--- src/hdl/sha256_pkg.sv ---
// types and constants for the sha-256 byte stream hasher
package sha256_pkg;

	typedef struct packed {
		logic [7:0] data_byte;
		logic       byte_present;
		logic       end_of_message;
	} sha_in_t;

	typedef struct packed {
		logic [31:0] digest_word;
		logic [2:0]  word_number;
		logic        last_word;
	} sha_out_t;

	localparam logic [31:0] INIT_H [8] = '{
		32'h6a09e667, 32'hbb67ae85, 32'h3c6ef372, 32'ha54ff53a,
		32'h510e527f, 32'h9b05688c, 32'h1f83d9ab, 32'h5be0cd19
	};

	localparam logic [7:0] PAD_BYTE = 8'h80;
	localparam logic [5:0] LEN_OFFSET = 6'd56;

	function automatic logic [31:0] round_k(input logic [5:0] i);
		logic [31:0] k;
		begin
			case (i)
				6'd0: k = 32'h428a2f98; 6'd1: k = 32'h71374491;
				6'd2: k = 32'hb5c0fbcf; 6'd3: k = 32'he9b5dba5;
				6'd4: k = 32'h3956c25b; 6'd5: k = 32'h59f111f1;
				6'd6: k = 32'h923f82a4; 6'd7: k = 32'hab1c5ed5;
				6'd8: k = 32'hd807aa98; 6'd9: k = 32'h12835b01;
				6'd10: k = 32'h243185be; 6'd11: k = 32'h550c7dc3;
				6'd12: k = 32'h72be5d74; 6'd13: k = 32'h80deb1fe;
				6'd14: k = 32'h9bdc06a7; 6'd15: k = 32'hc19bf174;
				6'd16: k = 32'he49b69c1; 6'd17: k = 32'hefbe4786;
				6'd18: k = 32'h0fc19dc6; 6'd19: k = 32'h240ca1cc;
				6'd20: k = 32'h2de92c6f; 6'd21: k = 32'h4a7484aa;
				6'd22: k = 32'h5cb0a9dc; 6'd23: k = 32'h76f988da;
				6'd24: k = 32'h983e5152; 6'd25: k = 32'ha831c66d;
				6'd26: k = 32'hb00327c8; 6'd27: k = 32'hbf597fc7;
				6'd28: k = 32'hc6e00bf3; 6'd29: k = 32'hd5a79147;
				6'd30: k = 32'h06ca6351; 6'd31: k = 32'h14292967;
				6'd32: k = 32'h27b70a85; 6'd33: k = 32'h2e1b2138;
				6'd34: k = 32'h4d2c6dfc; 6'd35: k = 32'h53380d13;
				6'd36: k = 32'h650a7354; 6'd37: k = 32'h766a0abb;
				6'd38: k = 32'h81c2c92e; 6'd39: k = 32'h92722c85;
				6'd40: k = 32'ha2bfe8a1; 6'd41: k = 32'ha81a664b;
				6'd42: k = 32'hc24b8b70; 6'd43: k = 32'hc76c51a3;
				6'd44: k = 32'hd192e819; 6'd45: k = 32'hd6990624;
				6'd46: k = 32'hf40e3585; 6'd47: k = 32'h106aa070;
				6'd48: k = 32'h19a4c116; 6'd49: k = 32'h1e376c08;
				6'd50: k = 32'h2748774c; 6'd51: k = 32'h34b0bcb5;
				6'd52: k = 32'h391c0cb3; 6'd53: k = 32'h4ed8aa4a;
				6'd54: k = 32'h5b9cca4f; 6'd55: k = 32'h682e6ff3;
				6'd56: k = 32'h748f82ee; 6'd57: k = 32'h78a5636f;
				6'd58: k = 32'h84c87814; 6'd59: k = 32'h8cc70208;
				6'd60: k = 32'h90befffa; 6'd61: k = 32'ha4506ceb;
				6'd62: k = 32'hbef9a3f7; default: k = 32'hc67178f2;
			endcase
			return k;
		end
	endfunction

	function automatic logic [31:0] rotr(input logic [31:0] x, input int n);
		return (x >> n) | (x << (32 - n));
	endfunction

endpackage

--- src/hdl/sha256_byte_stream_hasher.sv ---
// sha-256 byte stream hasher top level
// Bytes are taken one per cycle into a 64-byte block memory (16 words of 32 bits); a full
// block is then compressed by one round per cycle, 64 rounds, with the message schedule
// read from and written back to the same 16-word memory, so input stalls while each block
// is loaded, put through its 64 rounds and added. At the end mark the block is padded
// one word per cycle, compressed once or twice, and the eight digest words are delivered
// as eight items, H0 first.
module sha256_byte_stream_hasher
	import sha256_pkg::*;
(
	input  logic     clk,
	input  logic     arst_n,
	input  logic     in_valid,
	output logic     in_stall,
	input  sha_in_t  in_data,
	output logic     out_valid,
	input  logic     out_stall,
	output sha_out_t out_data
);

	typedef enum logic [6:0] {
		ST_FILL  = 7'b0000001,
		ST_PAD   = 7'b0000010,
		ST_LEN   = 7'b0000100,
		ST_LOAD  = 7'b0001000,
		ST_ROUND = 7'b0010000,
		ST_ADD   = 7'b0100000,
		ST_OUT   = 7'b1000000
	} state_t;

	state_t      state_q;
	logic [31:0] w_mem [16];
	logic [31:0] hw_q [8];
	logic [31:0] wk_q [8];
	logic [5:0]  fill_q;
	logic [60:0] count_q;
	logic [6:0]  rnd_q;
	logic [31:0] cur_word_q;
	logic        final_q;
	logic        second_q;
	logic [2:0]  out_idx_q;
	// length block still owed: pad ran past offset 56 and went straight to compress
	logic        lenpend_q;

	// schedule read ports (registered)
	logic [31:0] rd_w_q, rd_w1_q, rd_w9_q, rd_w14_q;
	logic [31:0] wt, s0, s1, t1, t2;
	logic [31:0] new_word;
	logic        in_acc, out_acc;
	logic [5:0]  r6;
	logic [3:0]  ra;

	assign in_acc = in_valid && !in_stall;
	assign out_acc = out_valid && !out_stall;
	assign in_stall = (state_q != ST_FILL);
	assign out_valid = (state_q == ST_OUT);
	assign out_data.digest_word = hw_q[out_idx_q];
	assign out_data.word_number = out_idx_q;
	assign out_data.last_word = (out_idx_q == 3'd7);

	assign r6 = rnd_q[5:0];
	assign ra = r6[3:0];

	// byte merge into the current big-endian word
	always_comb begin
		new_word = cur_word_q;
		case (fill_q[1:0])
			2'd0: new_word = {in_data.data_byte, 24'd0};
			2'd1: new_word[23:16] = in_data.data_byte;
			2'd2: new_word[15:8] = in_data.data_byte;
			default: new_word[7:0] = in_data.data_byte;
		endcase
	end

	// round logic; rd_w_q holds w[i mod 16] for rounds <16, else computed
	always_comb begin
		s0 = rotr(rd_w1_q, 7) ^ rotr(rd_w1_q, 18) ^ (rd_w1_q >> 3);
		s1 = rotr(rd_w14_q, 17) ^ rotr(rd_w14_q, 19) ^ (rd_w14_q >> 10);
		wt = (rnd_q < 7'd16) ? rd_w_q : (rd_w_q + s0 + rd_w9_q + s1);
		t1 = wk_q[7] + (rotr(wk_q[4], 6) ^ rotr(wk_q[4], 11) ^ rotr(wk_q[4], 25))
			+ ((wk_q[4] & wk_q[5]) ^ (~wk_q[4] & wk_q[6])) + round_k(r6) + wt;
		t2 = (rotr(wk_q[0], 2) ^ rotr(wk_q[0], 13) ^ rotr(wk_q[0], 22))
			+ ((wk_q[0] & wk_q[1]) ^ (wk_q[0] & wk_q[2]) ^ (wk_q[1] & wk_q[2]));
	end

	// schedule memory: writes from fill, pad, length and rounds; four registered reads
	logic        mem_we;
	logic [3:0]  mem_wa, rda;
	logic [31:0] mem_wd;
	logic [6:0]  nxt;

	always_comb begin
		mem_we = 1'b0;
		mem_wa = fill_q[5:2];
		mem_wd = new_word;
		nxt = rnd_q + 7'd1;
		rda = nxt[3:0];
		unique case (state_q)
			ST_FILL: mem_we = in_acc && in_data.byte_present;
			ST_PAD, ST_LEN: mem_we = 1'b1;
			ST_ROUND: begin
				mem_we = 1'b1;
				mem_wa = ra;
				mem_wd = wt;
			end
			ST_LOAD: rda = 4'd0;
			default: ;
		endcase
		if (state_q == ST_PAD) mem_wd = cur_word_q;
		if (state_q == ST_LEN)
			mem_wd = fill_q[2] ? {count_q[28:0], 3'd0} : count_q[60:29];
	end

	always_ff @(posedge clk) begin
		if (mem_we) w_mem[mem_wa] <= mem_wd;
		// forward the word being written this cycle
		rd_w_q   <= (mem_we && mem_wa == rda) ? mem_wd : w_mem[rda];
		rd_w1_q  <= (mem_we && mem_wa == rda + 4'd1) ? mem_wd : w_mem[rda + 4'd1];
		rd_w9_q  <= (mem_we && mem_wa == rda + 4'd9) ? mem_wd : w_mem[rda + 4'd9];
		rd_w14_q <= (mem_we && mem_wa == rda + 4'd14) ? mem_wd : w_mem[rda + 4'd14];
	end

	always_ff @(posedge clk or negedge arst_n) begin
		if (!arst_n) begin
			state_q <= ST_FILL;
			fill_q <= '0;
			count_q <= '0;
			rnd_q <= '0;
			final_q <= 1'b0;
			second_q <= 1'b0;
			out_idx_q <= '0;
			cur_word_q <= '0;
			for (int i = 0; i < 8; i++) hw_q[i] <= INIT_H[i];
			for (int i = 0; i < 8; i++) wk_q[i] <= '0;
		end else begin
			unique case (state_q)
				ST_FILL: begin
					if (in_acc) begin
						if (in_data.byte_present) begin
							cur_word_q <= new_word;
							fill_q <= fill_q + 6'd1;
							count_q <= count_q + 61'd1;
						end
						final_q <= in_data.end_of_message;
						if (in_data.byte_present && fill_q == 6'd63)
							state_q <= ST_LOAD;
						else if (in_data.end_of_message)
							state_q <= ST_PAD;
						if (in_data.end_of_message) second_q <= 1'b0;
					end
				end
				ST_PAD: begin
					// first pad cycle appends 0x80, later ones write zero words
					if (!second_q) begin
						second_q <= 1'b1;
						case (fill_q[1:0])
							2'd0: cur_word_q <= {PAD_BYTE, 24'd0};
							2'd1: cur_word_q <= {cur_word_q[31:24], PAD_BYTE, 16'd0};
							2'd2: cur_word_q <= {cur_word_q[31:16], PAD_BYTE, 8'd0};
							default: cur_word_q <= {cur_word_q[31:8], PAD_BYTE};
						endcase
						fill_q <= {fill_q[5:2], 2'd0};
					end else begin
						fill_q <= fill_q + 6'd4;
						cur_word_q <= '0;
						if (fill_q == 6'd60) state_q <= ST_LOAD;
						else if (fill_q == LEN_OFFSET - 6'd4) state_q <= ST_LEN;
					end
				end
				ST_LEN: begin
					fill_q <= fill_q + 6'd4;
					if (fill_q == 6'd60) state_q <= ST_LOAD;
				end
				ST_LOAD: begin
					for (int i = 0; i < 8; i++) wk_q[i] <= hw_q[i];
					rnd_q <= '0;
					state_q <= ST_ROUND;
				end
				ST_ROUND: begin
					wk_q[7] <= wk_q[6]; wk_q[6] <= wk_q[5]; wk_q[5] <= wk_q[4];
					wk_q[4] <= wk_q[3] + t1;
					wk_q[3] <= wk_q[2]; wk_q[2] <= wk_q[1]; wk_q[1] <= wk_q[0];
					wk_q[0] <= t1 + t2;
					rnd_q <= nxt;
					if (rnd_q == 7'd63) state_q <= ST_ADD;
				end
				ST_ADD: begin
					for (int i = 0; i < 8; i++) hw_q[i] <= hw_q[i] + wk_q[i];
					fill_q <= '0;
					cur_word_q <= '0;
					if (!final_q) state_q <= ST_FILL;
					else if (!second_q) state_q <= ST_PAD;
					else state_q <= (lenpend_q ? ST_PAD : ST_OUT);
					out_idx_q <= '0;
				end
				ST_OUT: begin
					if (out_acc) begin
						out_idx_q <= out_idx_q + 3'd1;
						if (out_idx_q == 3'd7) begin
							state_q <= ST_FILL;
							fill_q <= '0;
							count_q <= '0;
							final_q <= 1'b0;
							for (int i = 0; i < 8; i++) hw_q[i] <= INIT_H[i];
						end
					end
				end
				default: state_q <= ST_FILL;
			endcase
		end
	end

	always_ff @(posedge clk or negedge arst_n) begin
		if (!arst_n) lenpend_q <= 1'b0;
		else if (state_q == ST_PAD && second_q && fill_q == 6'd60) lenpend_q <= 1'b1;
		else if (state_q == ST_PAD && second_q && fill_q == LEN_OFFSET - 6'd4)
			lenpend_q <= 1'b0;
		else if (state_q == ST_OUT) lenpend_q <= 1'b0;
	end

	a_stall_busy: assert property (@(posedge clk) disable iff (!arst_n)
		state_q == ST_ROUND |-> in_stall)
		else $error("input taken during rounds");
	a_round_wrap: assert property (@(posedge clk) disable iff (!arst_n)
		state_q == ST_ROUND && rnd_q == 7'd63 |=> state_q == ST_ADD)
		else $error("round count lost");
	a_out_last: assert property (@(posedge clk) disable iff (!arst_n)
		out_acc && out_data.last_word |=> state_q == ST_FILL)
		else $error("no restart after digest");

endmodule
--- config.mk ---
export PLATFORM = sky130hd
export DESIGN_NAME = sha256_byte_stream_hasher
export DESIGN_NICKNAME = d
export VERILOG_FILES = /design/src/hdl/sha256_pkg.sv /design/src/hdl/sha256_byte_stream_hasher.sv
export SDC_FILE = /design/constraint.sdc
export NUM_CORES = 2
export LEC_CHECK = 0
export BUFFER_PORTS_ARGS = -buffer_cell sky130_fd_sc_hd__clkbuf_2
export CORE_ASPECT_RATIO = 0.75
export CORE_MARGIN = 4
export CORE_UTILIZATION = 47
export CTS_CLUSTER_DIAMETER = 60
export DETAILED_ROUTE_END_ITERATION = 10
export PLACE_DENSITY_LB_ADDON = 0.2
export SLEW_MARGIN = 20
export SYNTH_ARGS = -nofsm -noshare
export SYNTH_HDL_FRONTEND = slang
export SYNTH_SLANG_ARGS = --single-unit
--- constraint.sdc ---
create_clock -name clk -period 26.4 [get_ports clk]
set_clock_uncertainty 0.15 [all_clocks]
set_input_delay 2.64 -clock clk [delete_from_list [all_inputs] [get_ports clk]]
set_output_delay 2.64 -clock clk [all_outputs]
set_load 0.02 [all_outputs]
==> qor.csv <==
stage,metric,value,unit
clock_network,CTS sink cnt,1155,
logic_synthesis,Yosys reg bits,1155,
clock_network,CTS tree,yes,
critical_path,max incr delay on CP,0.76,ns
floorplanning,Starting Density,0.4724,
place,I/O Buffers,51,
floorplanning,Die X,499.7,um
detailed_routing,via count,68810,
clock_network,H-tree depth,4,
critical_path,R2R setup slack,10.47,ns
detailed_routing,Via density,6.556,
clock_network,PostCTS Resize Cnt,0,
global_routing,first-pass GRT wire length,445.2,mm
global_routing,vias in the first global route,63690,
place,DPL Wire Length,217.6,mm
global_routing,grt total ovfl,0,
detailed_routing,First-pass DRT Iterations,7,
timing,setup ws final,10.47,ns
global_routing,initial antenna violation count,16,
place,DP Worst Slack,10.58,ns
critical_path,Levels on crit path,55,
timing,fin crit period,15.93,ns
logic_synthesis,"FFs w/ async S/R, synth",0.5463,
clock_network,hold buffers post-CTS,0,
clock_network,CTS root buffer,clkbuf_16,
floorplanning,Die ar.,188300,sq um
detailed_routing,wire per inst,29.02,um
floorplanning,die height,376.8,um
logic_synthesis,synth unique cells,99,
logic_synthesis,Post-synth EDFFs,512,
min_path,hold path startpoint,cur_word_q[9],
logic_synthesis,syn_nets,8752,
global_routing,routing usage on met1,0.5091,
critical_path,Crit. End Element,register,
detailed_routing,drt initial violations,10110,
critical_path,Worst EP arrival,16.46,ns
logic_synthesis,synthesized cell area,85210,sq um
global_routing,largest net degree at the start of global routing,132,
run,Max Cap Viol,0,
logic_synthesis,yosys synthesis warning count,0,
timing,Pins Over Slew Limit,0,
logic_synthesis,"Seq/Total Area, Yosys",0.3706,
floorplanning,Top-Level Pins,52,
critical_path,Reg2Reg Depth,55,
global_routing,met3 Track Usage GR,0.09688,
clock_network,CTS buffer count,139,
global_routing,GRT Util Overall,0.3192,
logic_synthesis,mean post-synth cell area,10.49,sq um
detailed_routing,DRC viols,0,
final_layout,final net count,8608,
critical_path,Critical Path Fanout Max,40,
final_layout,area taken by multi-input logic gates,50160,sq um
logic_synthesis,cells after synthesis,8121,
clock_network,Post-CTS Setup Repair Bufs,0,
clock_network,Worst-path clk slew,0.06,ns
clock_network,Clock Latency Late Sink,0.81,ns
min_path,hold endpoint,cur_word_q[9],
critical_path,Slowest cell on crit path,buf_4,
global_routing,met2 Track Usage GR,0.4156,
min_path,Hold Crit Class,reg2reg,
logic_synthesis,dominant synthesized flop cell,edfxtp_1,
floorplanning,core area,180400,sq um
floorplanning,row cnt,135,
timing,final setup fails,0,
timing,Fin Setup TNS,0,ns
detailed_routing,"antenna viol nets, final",0,
place,gpl congestion,1.012,
timing,Slew @ Worst Pin,1.255,ns
detailed_routing,Routed Wire Length,304.6,mm
timing,unrepaired setup endpoints after global routing,false,
critical_path,Bufs and invs on worst path,9,
timing,max_slew headroom,0.1605,
critical_path,crit path launch type,register,
critical_path,RR Endpoint,wk_q[255],
critical_path,Worst EP required,26.94,ns
final_layout,Layout Area Growth over Synthesis,8.888,%
final_layout,share of layout cells above drive strength 1,0.1566,
final_layout,register area,31620,sq um
status,status,"finished, final reports clean",
global_routing,Top Usage Layer GRT,met1,
timing,Achievable Freq,62.79,MHz
final_layout,layout filler cell count,15920,
timing,final hold vios,0,
critical_path,Crit Path Class,reg2reg,
critical_path,Worst path top cell family by delay,compound AO/OA/AOI/OAI gates,
clock_network,Bufs on Longest Clock Path,3,
min_path,Hold Crit Depth,2,
timing,Tcrit/Tclk final,0.6032,
-- kinds of logic (layout without fill, tap and decap cells) --
group	count (synthesis)	in the layout	share of synthesized area
other	0	6	0
XOR/XNOR	613	613	0.06350
adder cells (fa/ha/maj)	622	622	0.1085
AO/OA/AOI/OAI	2036	2036	0.1487
buffers and inverters	979	951	0.04423
AND/OR/NAND/NOR	2014	2014	0.1052
multiplexers	702	702	0.1593
flip-flops	1155	1155	0.3706
-- worst min-delay path, delay by kind of cell (launching register included) --
family	cells	cell delay, ns
compound gates	1	0.06
simple gates	1	0.05
flops	1	0.36
-- area by class of cell --
cell class,count,area share
antenna,6,0.0001618
clock buffer,185,0.04098
clock inverter,72,0.009682
inverter,492,0.01990
multi-input combinational,5987,0.5406
sequential,1155,0.3408
tap,2397,0.03232
timing repair buffer,202,0.01552
-- cell usage after synthesis (all sizes together), types with 13 or more instances --
cell type    n  share of area
and2        31         0.0023
o31ai       54         0.0048
a21boi      15         0.0013
nand2b      80         0.0059
nor2b       50         0.0037
or3         44         0.0032
and3        58         0.0043
a31oi      108         0.0079
nor3b       14         0.0012
o221ai      13         0.0013
fa         197          0.046
dfstp      137          0.042
dfrtp      494           0.15
edfxtp     512           0.18
mux4       513           0.14
xor2       261          0.027
or2         17         0.0012
ha         420          0.062
buf        123         0.0065
o22ai      140          0.010
o21ai      559          0.033
a221oi      17         0.0017
inv        489          0.022
mux2        95          0.013
nand3      158         0.0093
a22o        14         0.0014
nor2       688          0.030
a21o       184          0.016
nand4       19         0.0014
clkbuf     364          0.016
a22oi       82         0.0072
xnor2      350          0.036
nor3       140         0.0082
o211ai      26         0.0023
o311ai      13         0.0013
o21bai      48         0.0042
a211oi      64         0.0056
mux2i       94          0.011
a21oi      511          0.030
o21a        49         0.0043
nand2      661          0.029
-- through the flow --
step / hold slack (ns) / utilization / area [sq um] / cells
global placement: 0.3246 / 0.4879 / 88010 / 10230
global route: 0.3719 / 0.5143 / 92790 / 10500
CTS: 0.3501 / 0.5141 / 92740 / 10490
finish: 0.3507 / 0.5144 / 92790 / 10500
detailed placement: 0.3385 / 0.4880 / 88040 / 10230
floorplan: 0.3123 / - / 85210 / 8121
-- state kept, by name, summed over array words and instances (netlist names), named ones only --
register	cells
w_mem	512
hw_q	256
wk_q	256
count_q	61
cur_word_q	32
rnd_q	7
state_q	7
fill_q	6
out_idx_q	3
final_q	1
lenpend_q	1
second_q	1
-- placed cells by master, fill, tap and decap left out, types with 140 or more instances in the layout --
| cell | instances |
|---|---|
| a21o_1 | 184 |
| a21oi_1 | 497 |
| buf_4 | 147 |
| clkbuf_16 | 140 |
| dfrtp_1 | 488 |
| edfxtp_1 | 512 |
| fa_1 | 197 |
| ha_1 | 420 |
| inv_1 | 489 |
| mux4_2 | 511 |
| nand2_1 | 658 |
| nand3_1 | 156 |
| nor2_1 | 667 |
| o21ai_0 | 538 |
| o22ai_1 | 140 |
| xnor2_1 | 348 |
| xor2_1 | 261 |
-- worst max path at each step --
stage                 to
2_1_floorplan  wk_q[255]
3_3_place_gp   wk_q[255]
3_5_place_dp   wk_q[255]
4_1_cts        wk_q[255]
5_1_grt        wk_q[255]
6_report       wk_q[255]
-- routing by layer --
metal,vias to the layer above,wire [um]
met5,-,14
met3,482,39990
met1,34760,138000
met2,3976,118500
met4,2,8068
li1,29590,-
Power is not shown: default switching activity piles up to over one toggle a cycle in this logic, so the estimate is an artifact.
